===== config.mk =====
export PLATFORM = sky130hd
export DESIGN_NAME = trimmed_mean_window_filter
export DESIGN_NICKNAME = d
export VERILOG_FILES = /design/src/rtl/core/tmw_pkg.sv /design/src/rtl/core/trimmed_mean_window_filter.sv /design/src/rtl/core/tmw_cell.sv /design/src/rtl/core/tmw_div.sv
export SDC_FILE = /design/constraint.sdc
export NUM_CORES = 1
export LEC_CHECK = 0
export BUFFER_PORTS_ARGS = -buffer_cell sky130_fd_sc_hd__buf_2
export CAP_MARGIN = 20
export CORE_UTILIZATION = 52
export CTS_CLUSTER_SIZE = 8
export DETAILED_ROUTE_END_ITERATION = 10
export HOLD_SLACK_MARGIN = 0.06
export PLACE_DENSITY = 0.68
export SLEW_MARGIN = 0
export SYNTH_ARGS = -nofsm -noshare
export SYNTH_HDL_FRONTEND = slang
export SYNTH_SLANG_ARGS = --single-unit

===== constraint.sdc =====
create_clock -name clock -period 23.8 [get_ports clock]
set_input_delay 3.57 -clock clock [delete_from_list [all_inputs] [get_ports clock]]
set_output_delay 3.57 -clock clock [all_outputs]
set_load 0.02 [all_outputs]

===== src/rtl/core/tmw_pkg.sv =====
// ----------------------------------------------------------------------------
// tmw_pkg: shared constants for the trimmed-mean window filter
// Sample width and default window length used by the top level and the cells.
// ----------------------------------------------------------------------------
package tmw_pkg;

   localparam int SAMPLE_W       = 16;
   localparam int WINDOW_LEN_DEF = 10;

endpackage


===== src/rtl/core/trimmed_mean_window_filter.sv =====
// ----------------------------------------------------------------------------
// trimmed_mean_window_filter: sliding-window trimmed mean
// Mean of the last WINDOW_LEN samples with one minimum and one maximum dropped.
// ----------------------------------------------------------------------------
// Usage:
//   Request channel req_valid / req_stall / req_sample carries one 16-bit
//   unsigned sample per request. Each request yields exactly one response on
//   rsp_valid / rsp_stall / rsp_filtered, in request order.
//   The window is a chain of sorted cells (slot 0 holds the minimum, the last
//   slot the maximum) plus a running sum; a request updates both in the same cycle.
//   Pipeline: a request passes the cells, trim subtract, reciprocal multiply,
//   remainder and correction registers before rsp_valid rises.
//   Throughput: one request per clock unless the response side stalls; the cell
//   chain takes a new sample every unstalled cycle and the divider behind it is fully pipelined.
//   Stall: while rsp_valid is high and rsp_stall is high the whole pipeline
//   holds and req_stall is raised in the same cycle.
//   Reset: synchronous, active high. The window fills with zeros, which count
//   as samples until pushed out, and the pipeline empties.
// ----------------------------------------------------------------------------
module trimmed_mean_window_filter #(
   parameter int WINDOW_LEN = tmw_pkg::WINDOW_LEN_DEF
) (
   input  logic                          clock,
   input  logic                          reset,
   input  logic                          req_valid,
   output logic                          req_stall,
   input  logic [tmw_pkg::SAMPLE_W-1:0]  req_sample,
   output logic                          rsp_valid,
   input  logic                          rsp_stall,
   output logic [tmw_pkg::SAMPLE_W-1:0]  rsp_filtered
);

   localparam int SW    = tmw_pkg::SAMPLE_W;
   localparam int AGE_W = $clog2(WINDOW_LEN);
   localparam int SUM_W = SW + $clog2(WINDOW_LEN);
   localparam int DIV   = WINDOW_LEN - 2;

   logic             advance, accept;
   logic             v0_ff, v1_ff, v2_ff, v3_ff, rsp_valid_ff;

   logic [SW-1:0]    win_ff [WINDOW_LEN];
   logic [SUM_W-1:0] sum_ff, sum_in;
   logic [SUM_W-1:0] diff_ff, diff_in;

   logic [SW-1:0]    cell_v   [WINDOW_LEN];
   logic [AGE_W-1:0] cell_age [WINDOW_LEN];
   logic             cell_g   [WINDOW_LEN];
   logic [SW-1:0]    cell_c   [WINDOW_LEN];
   logic [AGE_W-1:0] cell_cag [WINDOW_LEN];
   logic             cell_gtc [WINDOW_LEN];
   logic             cell_dp  [WINDOW_LEN];

   assign advance   = !rsp_valid_ff || !rsp_stall;
   assign req_stall = !advance;
   assign accept    = req_valid && advance;
   assign rsp_valid = rsp_valid_ff;

   for (genvar i = 0; i < WINDOW_LEN; i++) begin : g_cell
      logic [SW-1:0]    lc, rv;
      logic [AGE_W-1:0] lc_age, r_age;
      logic             l_gtc, l_dp, r_g;

      if (i == 0) begin : g_left_end
         assign lc     = '0;
         assign lc_age = '0;
         assign l_gtc  = 1'b0;
         assign l_dp   = 1'b0;
      end else begin : g_left
         assign lc     = cell_c[i-1];
         assign lc_age = cell_cag[i-1];
         assign l_gtc  = cell_gtc[i-1];
         assign l_dp   = cell_dp[i-1];
      end

      if (i == WINDOW_LEN - 1) begin : g_right_end
         assign rv    = '0;
         assign r_age = '0;
         assign r_g   = 1'b1;
      end else begin : g_right
         assign rv    = cell_v[i+1];
         assign r_age = cell_age[i+1];
         assign r_g   = cell_g[i+1];
      end

      tmw_cell #(
         .AGE_W     (AGE_W),
         .OLDEST    (WINDOW_LEN - 1),
         .RESET_AGE (WINDOW_LEN - 1 - i)
      ) u_cell (
         .clock      (clock),
         .reset      (reset),
         .shift_en   (accept),
         .sample     (req_sample),
         .left_c     (lc),
         .left_c_age (lc_age),
         .left_gtc   (l_gtc),
         .dp_in      (l_dp),
         .right_v    (rv),
         .right_age  (r_age),
         .right_g    (r_g),
         .val        (cell_v[i]),
         .age        (cell_age[i]),
         .g_out      (cell_g[i]),
         .c_out      (cell_c[i]),
         .c_age_out  (cell_cag[i]),
         .gtc_out    (cell_gtc[i]),
         .dp_out     (cell_dp[i])
      );
   end

   // arrival-order taps give the sample that drops out of the running sum
   always_ff @(posedge clock) begin
      if (reset) begin
         for (int j = 0; j < WINDOW_LEN; j++) begin
            win_ff[j] <= '0;
         end
      end else if (accept) begin
         for (int j = 0; j < WINDOW_LEN - 1; j++) begin
            win_ff[j] <= win_ff[j+1];
         end
         win_ff[WINDOW_LEN-1] <= req_sample;
      end
   end

   assign sum_in  = sum_ff + SUM_W'(req_sample) - SUM_W'(win_ff[0]);
   assign diff_in = sum_ff - SUM_W'(cell_v[0]) - SUM_W'(cell_v[WINDOW_LEN-1]);

   always_ff @(posedge clock) begin
      if (reset) begin
         sum_ff <= '0;
      end else if (accept) begin
         sum_ff <= sum_in;
      end
   end

   always_ff @(posedge clock) begin
      if (advance) begin
         diff_ff <= diff_in;
      end
   end

   always_ff @(posedge clock) begin
      if (reset) begin
         v0_ff        <= 1'b0;
         v1_ff        <= 1'b0;
         v2_ff        <= 1'b0;
         v3_ff        <= 1'b0;
         rsp_valid_ff <= 1'b0;
      end else if (advance) begin
         v0_ff        <= accept;
         v1_ff        <= v0_ff;
         v2_ff        <= v1_ff;
         v3_ff        <= v2_ff;
         rsp_valid_ff <= v3_ff;
      end
   end

   tmw_div #(
      .IN_W    (SUM_W),
      .DIVISOR (DIV)
   ) u_div (
      .clock    (clock),
      .en       (advance),
      .dividend (diff_ff),
      .quotient (rsp_filtered)
   );

   // exactly one slot always carries the oldest age, so the chain closes up once
   a_oldest_found: assert property (@(posedge clock) disable iff (reset)
      cell_dp[WINDOW_LEN-1])
      else $error("no oldest entry in cell chain");

   a_sorted_ends: assert property (@(posedge clock) disable iff (reset)
      cell_v[0] <= cell_v[WINDOW_LEN-1])
      else $error("cell chain minimum above maximum");

   a_sum_covers_ends: assert property (@(posedge clock) disable iff (reset)
      sum_ff >= SUM_W'(cell_v[0]) + SUM_W'(cell_v[WINDOW_LEN-1]))
      else $error("running sum below trimmed ends");

   a_request_enters: assert property (@(posedge clock) disable iff (reset)
      accept |=> v0_ff)
      else $error("accepted request not tracked in pipeline");

   a_stall_holds_cells: assert property (@(posedge clock) disable iff (reset)
      req_stall |=> $stable(sum_ff) && $stable(cell_v[0]))
      else $error("window changed while stalled");

endmodule


===== src/rtl/core/tmw_cell.sv =====
// ----------------------------------------------------------------------------
// tmw_cell: one slot of the sorted window chain
// Holds one sample and its age. On each request the oldest sample leaves the
// chain and the new one drops into its sorted place; every cell decides its
// next content from its own slot and its two neighbors.
// ----------------------------------------------------------------------------
module tmw_cell #(
   parameter int AGE_W     = 4,
   parameter int OLDEST    = 9,
   parameter int RESET_AGE = 0
) (
   input  logic                          clock,
   input  logic                          reset,
   input  logic                          shift_en,
   input  logic [tmw_pkg::SAMPLE_W-1:0]  sample,
   // from left neighbor (compacted slot)
   input  logic [tmw_pkg::SAMPLE_W-1:0]  left_c,
   input  logic [AGE_W-1:0]              left_c_age,
   input  logic                          left_gtc,
   input  logic                          dp_in,
   // from right neighbor (raw slot)
   input  logic [tmw_pkg::SAMPLE_W-1:0]  right_v,
   input  logic [AGE_W-1:0]              right_age,
   input  logic                          right_g,
   // to neighbors
   output logic [tmw_pkg::SAMPLE_W-1:0]  val,
   output logic [AGE_W-1:0]              age,
   output logic                          g_out,
   output logic [tmw_pkg::SAMPLE_W-1:0]  c_out,
   output logic [AGE_W-1:0]              c_age_out,
   output logic                          gtc_out,
   output logic                          dp_out
);

   logic [tmw_pkg::SAMPLE_W-1:0] val_ff, val_in;
   logic [AGE_W-1:0]             age_ff, age_in;
   logic                         dp_at;

   assign val   = val_ff;
   assign age   = age_ff;
   assign g_out = val_ff > sample;

   // dp_at: the oldest entry sits here or further left, so this slot closes up
   assign dp_at     = dp_in | (age_ff == AGE_W'(OLDEST));
   assign dp_out    = dp_at;
   assign c_out     = dp_at ? right_v : val_ff;
   assign c_age_out = dp_at ? right_age : age_ff;
   assign gtc_out   = dp_at ? right_g : g_out;

   always_comb begin
      if (!gtc_out) begin
         val_in = c_out;
         age_in = c_age_out + AGE_W'(1);
      end else if (!left_gtc) begin
         val_in = sample;
         age_in = '0;
      end else begin
         val_in = left_c;
         age_in = left_c_age + AGE_W'(1);
      end
   end

   always_ff @(posedge clock) begin
      if (reset) begin
         val_ff <= '0;
         age_ff <= AGE_W'(RESET_AGE);
      end else if (shift_en) begin
         val_ff <= val_in;
         age_ff <= age_in;
      end
   end

endmodule


===== src/rtl/core/tmw_div.sv =====
// ----------------------------------------------------------------------------
// tmw_div: divide by a constant
// Three stages: multiply by the truncated reciprocal, take the quotient
// estimate and its remainder, then add one where the remainder is too big.
// ----------------------------------------------------------------------------
module tmw_div #(
   parameter int IN_W    = 20,
   parameter int DIVISOR = 8
) (
   input  logic                         clock,
   input  logic                         en,
   input  logic [IN_W-1:0]              dividend,
   output logic [tmw_pkg::SAMPLE_W-1:0] quotient
);

   localparam int                 REM_W = (2 * DIVISOR > 1) ? $clog2(2 * DIVISOR) : 1;
   localparam logic [IN_W:0]      RECIP = (IN_W + 1)'((64'd1 << IN_W) / DIVISOR);
   localparam logic [REM_W-1:0]   DIV_R = REM_W'(DIVISOR);

   logic [2*IN_W:0]               prod_ff, prod_in;
   logic [IN_W-1:0]               num_ff;
   logic [tmw_pkg::SAMPLE_W-1:0]  q0_ff, q0_in;
   logic [REM_W-1:0]              rem_ff, rem_in;
   logic [IN_W-1:0]               rem_full;
   logic [tmw_pkg::SAMPLE_W-1:0]  quot_ff, quot_in;

   assign prod_in = (2*IN_W+1)'(dividend) * (2*IN_W+1)'(RECIP);

   // estimate is low by at most one, so the remainder stays below twice the divisor
   assign q0_in    = tmw_pkg::SAMPLE_W'(prod_ff >> IN_W);
   assign rem_full = num_ff - IN_W'(q0_in) * IN_W'(DIVISOR);
   assign rem_in   = rem_full[REM_W-1:0];

   assign quot_in  = (rem_ff >= DIV_R) ? q0_ff + tmw_pkg::SAMPLE_W'(1) : q0_ff;
   assign quotient = quot_ff;

   always_ff @(posedge clock) begin
      if (en) begin
         prod_ff <= prod_in;
         num_ff  <= dividend;
         q0_ff   <= q0_in;
         rem_ff  <= rem_in;
         quot_ff <= quot_in;
      end
   end

endmodule


# Word level (Yosys, flattened, before mapping)
# Memories as Yosys holds them, arrays and structs flattened.
# Cells that the tools add are included.
# W data, S select, Z words.
# word_totals
register_bits,299
ramBits,160
in_bits,20
output_inout_bits,18
wordCells,179
memories,1
# classes
addsub,16
magnitude_cmp,11
n_eq_ne,10
mux,84
bitwise_logic,19
n_reduce_logical,7
# mem_list
name,depth,width,read_ports,rd_clocked_by_memory_dff,write_ports,line,rtl
win_ff,10,16,10,0,10,trimmed_mean_window_filter.sv:41,logic [SW-1:0] win_ff [WINDOW_LEN];
# op_table
op,count
$mux W16,40
$gt A16 B16 Y1,10
$mux W4,29
$add A4 B1 Y4 const B,10
$eq A4 B4 Y1 const B,10
$sub A19 B16 Y19,2
$add A20 B16 Y20,1
$sub A20 B16 Y20,1
$or A1 B1 Y1,19
$add A16 B1 Y16 const B,1
$mux W1,15
$ge A4 B4 Y1 const B,1
$sub A4 B4 Y4,1
$logic_not A1 Y1,3
$reduce_and A2 Y1,1
$reduce_bool A2 Y1,1
$logic_and A1 B1 Y1,1
$logic_or A1 B1 Y1,1

# Logic depth before layout (Yosys ltp)
# depth
word_depth,13
depth_mapped,14
ltp_nobuf,14

# Hierarchy
# Synthesis repeated with hierarchy kept, for this count alone.
# hier_totals
hier_cells,3450
area_unflattened_um2,31806.8
# modules_own_cells
mod,instances,cells_each,area_per_inst_um2,seq_area_each_um2
trimmed_mean_window_filter,1,794,9912.0,5905.7
tmw_cell (g_cell[2].u_cell),1,263,2117.0,400.4
tmw_cell (g_cell[6].u_cell),1,262,2115.8,400.4
tmw_cell (g_cell[3].u_cell),1,263,2100.8,400.4
tmw_cell (g_cell[5].u_cell),1,270,2088.3,400.4
tmw_cell (g_cell[9].u_cell),1,266,2080.7,400.4
tmw_cell (g_cell[4].u_cell),1,262,2079.5,400.4
tmw_cell (g_cell[7].u_cell),1,258,2073.2,400.4
tmw_cell (g_cell[8].u_cell),1,259,1998.2,400.4
tmw_cell (g_cell[1].u_cell),1,237,1925.6,400.4
tmw_cell (g_cell[0].u_cell),1,253,1818.0,400.4
tmw_div,1,63,1497.7,1441.4

# Least setup slack after synthesis
# No wires, ideal clock.
# synth_timing
path_type,in2reg
from,input port rsp_stall
to,"memory win_ff[0][0] in the netlist's numbering, enable pin"
setup_time_ps,587
arrival_ps,10375
t_required_ps,23213
slack_ps,12838
stages,6
n_path_buf,2
cell_sequence,nand2_1 and2_1 clkbuf_1 nor2_1 inv_1 clkbuf_1
# synth_rtl
element,line,rtl
start: declaration,trimmed_mean_window_filter.sv:29,"input logic rsp_stall,"
end: declaration,trimmed_mean_window_filter.sv:41,

# Worst setup path in the final report
# layout_timing
from,input port rsp_stall
to,output port req_stall
# layout_via
elab_chain_cells,3
# layout_rtl
element,line,rtl
$logic_not A1 Y1,trimmed_mean_window_filter.sv:53,assign advance = !rsp_valid_ff || !rsp_stall;
$logic_or A1 B1 Y1,trimmed_mean_window_filter.sv:53,
$logic_not A1 Y1,trimmed_mean_window_filter.sv:54,assign req_stall = !advance;
end: declaration,trimmed_mean_window_filter.sv:26,"output logic req_stall,"
# Every way passes these cells.

==> impl_results.md <==
- YS warnings: 0
- Final wirelength: 83,260 um
- Adder-cell share of the synthesized area: around 12%
- Final core occ: 57.68%
- CP startpoint kind: input port
- Area Overhead vs Synth: 8.687%
- Post-CTS Repair Setup Buffers: 0
- Clock sinks: 448
- Largest net degree at the start of global routing: between 100 and 150
- Row cnt: 82
- Clock latency on the worst-skew pair: ~640 ps
- Max Cap Viol: 0
- Crit share post-route: around a third
- Clk root buf: clkbuf_16
- Seq cells post-synth: 448
- Residual DRC: 0
- Die area: 52,430 sq um
- Post-Synth Simple-Gate Area: between 10% and 20%
- Most frequent cells in the layout: 224 x edfxtp_1, 224 x dfxtp_1, 216 x nor2_1
- Layout cell share with drive strength beyond 1: 7.440%
- Reg2reg start: g_cell[1].u_cell.age[3]
- Setup Skew: between 20 and 25 ps
- Inserted Clock Buffers: 61
- Crit path DAT: slightly above 4000 ps
- Post-synth EDFFs: roughly 220
- Data required time at the worst endpoint: a little over 20,000 ps
- Crit-path max FO: 6
- R2r worst-path depth: 10
- Vert. Die Dim: 229.0 um
- Register Area: ~11,000 sq um
- Crit path to: req_stall
- Final #Nets: ~3k
- Synth cell types: 86
- Final Setup Violations: 0
- Worst Setup End Kind: output pin
- CTS tree: done
- Resize count post-CTS: 0
- Mapped Nets: between 3k and 4k
- Final hold violation count: 0
- RSZ-0062 raised after global routing: no
- Vias: about 23k
- Slew Limit Headroom: 32.37%
- Gr usage total: between 30% and 40%
- Vias in the first global route: 22.05k
- Power Density: ~130 nW/um^2
- Layout fillers: roughly 4.5k
- Flop-to-flop setup slack: about 20,000 ps
- Starting Density: ~53%
- Setup CP Type: in2out
- Worst slew pin tran: approximately 1000 ps
- XOR/XNOR Fraction of Synth Area: under 10%
- H-tree levels: 2
- Syn_area_per_cell: around 9.4 sq um
- Mux share of post-synthesis cell area: under 10%
- VDD IR max: 0.00007175 V
- Die Wd: 229.0 um
- Syn Inst Count: roughly 2.8k
- LEAKAGE: around 13 nW
- Dominant synthesized flop cell: edfxtp_1
- Area of the multi-input gates: 14,210 sq um
- Setup_tns: 0 ps
- Vias/cell: between 6 and 7
- Avg WL per Cell: 23.91 um
- Sequential share of the synthesized area: a little over two fifths
- Final ANT Viol Nets: 0
- Clk slew on worst S/H paths: roughly 50 ps
- Initial antenna violation count: 1
- Post-Syn Area: around 27,000 sq um
- Status: finished clean
- Slew Viols, Final: 0
- Post-synth ARST share: 0%
- Placer Congestion: approximately 0.95
- Compound-Gate Fraction of Synth Area: 20.65%
- First-pass GRT wire length: between 100,000 and 150,000 um
- Fmax: 0.1310 GHz
- DR pass1 iterations: 6
- Post-DP HPWL: 56,020 um
- Worst Hold Class: reg2reg
- Crit path from: rsp_stall
- Minimum clock period: 7633 ps
- I/O Buffers: 37
- Area of the core: approximately 50,000 sq um
- Hold_buf cts: 0
- Max clock buf depth: 3
- GR Overflow Total: 0
- Num ports: 38
- Largest family of logic cells by synthesized area: compound AO/OA/AOI/OAI gates
- RR Endpoint: g_cell[9].u_cell.val[9]
- DR iter-0 viols: 2,511
-- sequential cells by signal (all words and copies together), names as in the netlist --
signal and count:
v2_ff 1, v1_ff 1, g_cell.u_cell.age 40, rsp_valid 1, u_div.q0_ff 16, v0_ff 1, v3_ff 1, sum_ff 19
u_div.prod_ff 16, diff_ff 16, u_div.quotient 16, g_cell.u_cell.val 160, win_ff 160
-- routing by layer --
metal / global-route usage, % / vias up / routed length (um)
li1: - / 10480 / -
met5: 0 / - / 0
met1: 42.17 / 11030 / 35660
met4: 12.21 / 0 / 3233
met2: 49.68 / 969 / 37350
met3: 7.047 / 218 / 7023
-- per-stage QoR --
stage / setup WS (ps) / hold WS, ps / power (W) / area (sq um) / std cells
3_5_place_dp: 16120 / 404.5 / 0.002957 / 27340 / 3380
3_3_place_gp: 16170 / 402.4 / 0.002902 / 27340 / 3380
6_report: 16170 / 416.0 / 0.003809 / 29120 / 3482
5_1_grt: 16130 / 420.6 / 0.004053 / 29120 / 3482
2_1_floorplan: 12840 / 400.3 / 0.002496 / 26790 / 2837
4_1_cts: 16170 / 413.4 / 0.003773 / 29080 / 3477
-- power by group --
group | internal, W | total (W) | switching [W]
combinational | 0.000686 | 0.00177 | 0.00108
clock | 0.000471 | 0.000811 | 0.000340
sequential | 0.00104 | 0.00123 | 0.000191
total | 0.00219 | 0.00381 | 0.00161
-- cells in the mapped netlist (all sizes together) (32+ instances only) --
master,count,area share (%)
a21oi,172,3.2
nand4,46,1.1
nor3,51,0.95
a211oi,33,0.94
a32oi,37,1.2
buf,57,1.2
inv,151,2.1
o31ai,75,2.1
a21o,56,1.6
edfxtp,224,25
o22ai,71,1.7
and3,174,4.1
nand2,192,2.8
fa,32,2.4
nand3,80,1.5
o21ai,167,3.1
clkbuf,151,2.1
nor2,221,3.2
mux2i,75,2.8
ha,208,9.7
a31oi,46,1.1
dfxtp,224,17
-- cells by family after synthesis --
| logic type | count (synthesis) |
|---|---|
| adder cells (fa/ha/maj) | 240 |
| multiplexers | 79 |
| buffers and inverters | 359 |
| AO/OA/AOI/OAI | 829 |
| AND/OR/NAND/NOR | 841 |
| XOR/XNOR | 41 |
| flip-flops | 448 |
-- worst max-delay path: stages --
cell	delay [ps]
buf_2	100
nand2_4	50
inv_1	140
buf_2	200
-- layout make-up --
cell class                 instances  area share [%]
antenna                            1        0.008594
clock buffer                      94           5.668
clock inverter                     3          0.3094
inverter                         151           1.981
multi-input combinational       2030           48.79
sequential                       448           38.50
tap                              672           2.888
timing repair buffer              83           1.848
-- how the worst min path moves through the flow --
stage / startpoint / end / cells past startpoint
2_1_floorplan: diff_ff[3] / u_div.prod_ff[20] / 0
3_3_place_gp: u_div.q0_ff[4] / u_div.quotient[4] / 0
5_1_grt: u_div.q0_ff[3] / u_div.quotient[3] / 0
6_report: u_div.prod_ff[34] / u_div.q0_ff[14] / 0
3_5_place_dp: diff_ff[13] / u_div.prod_ff[30] / 0
4_1_cts: u_div.prod_ff[24] / u_div.q0_ff[4] / 0
(Power assumes the default switching activity.)
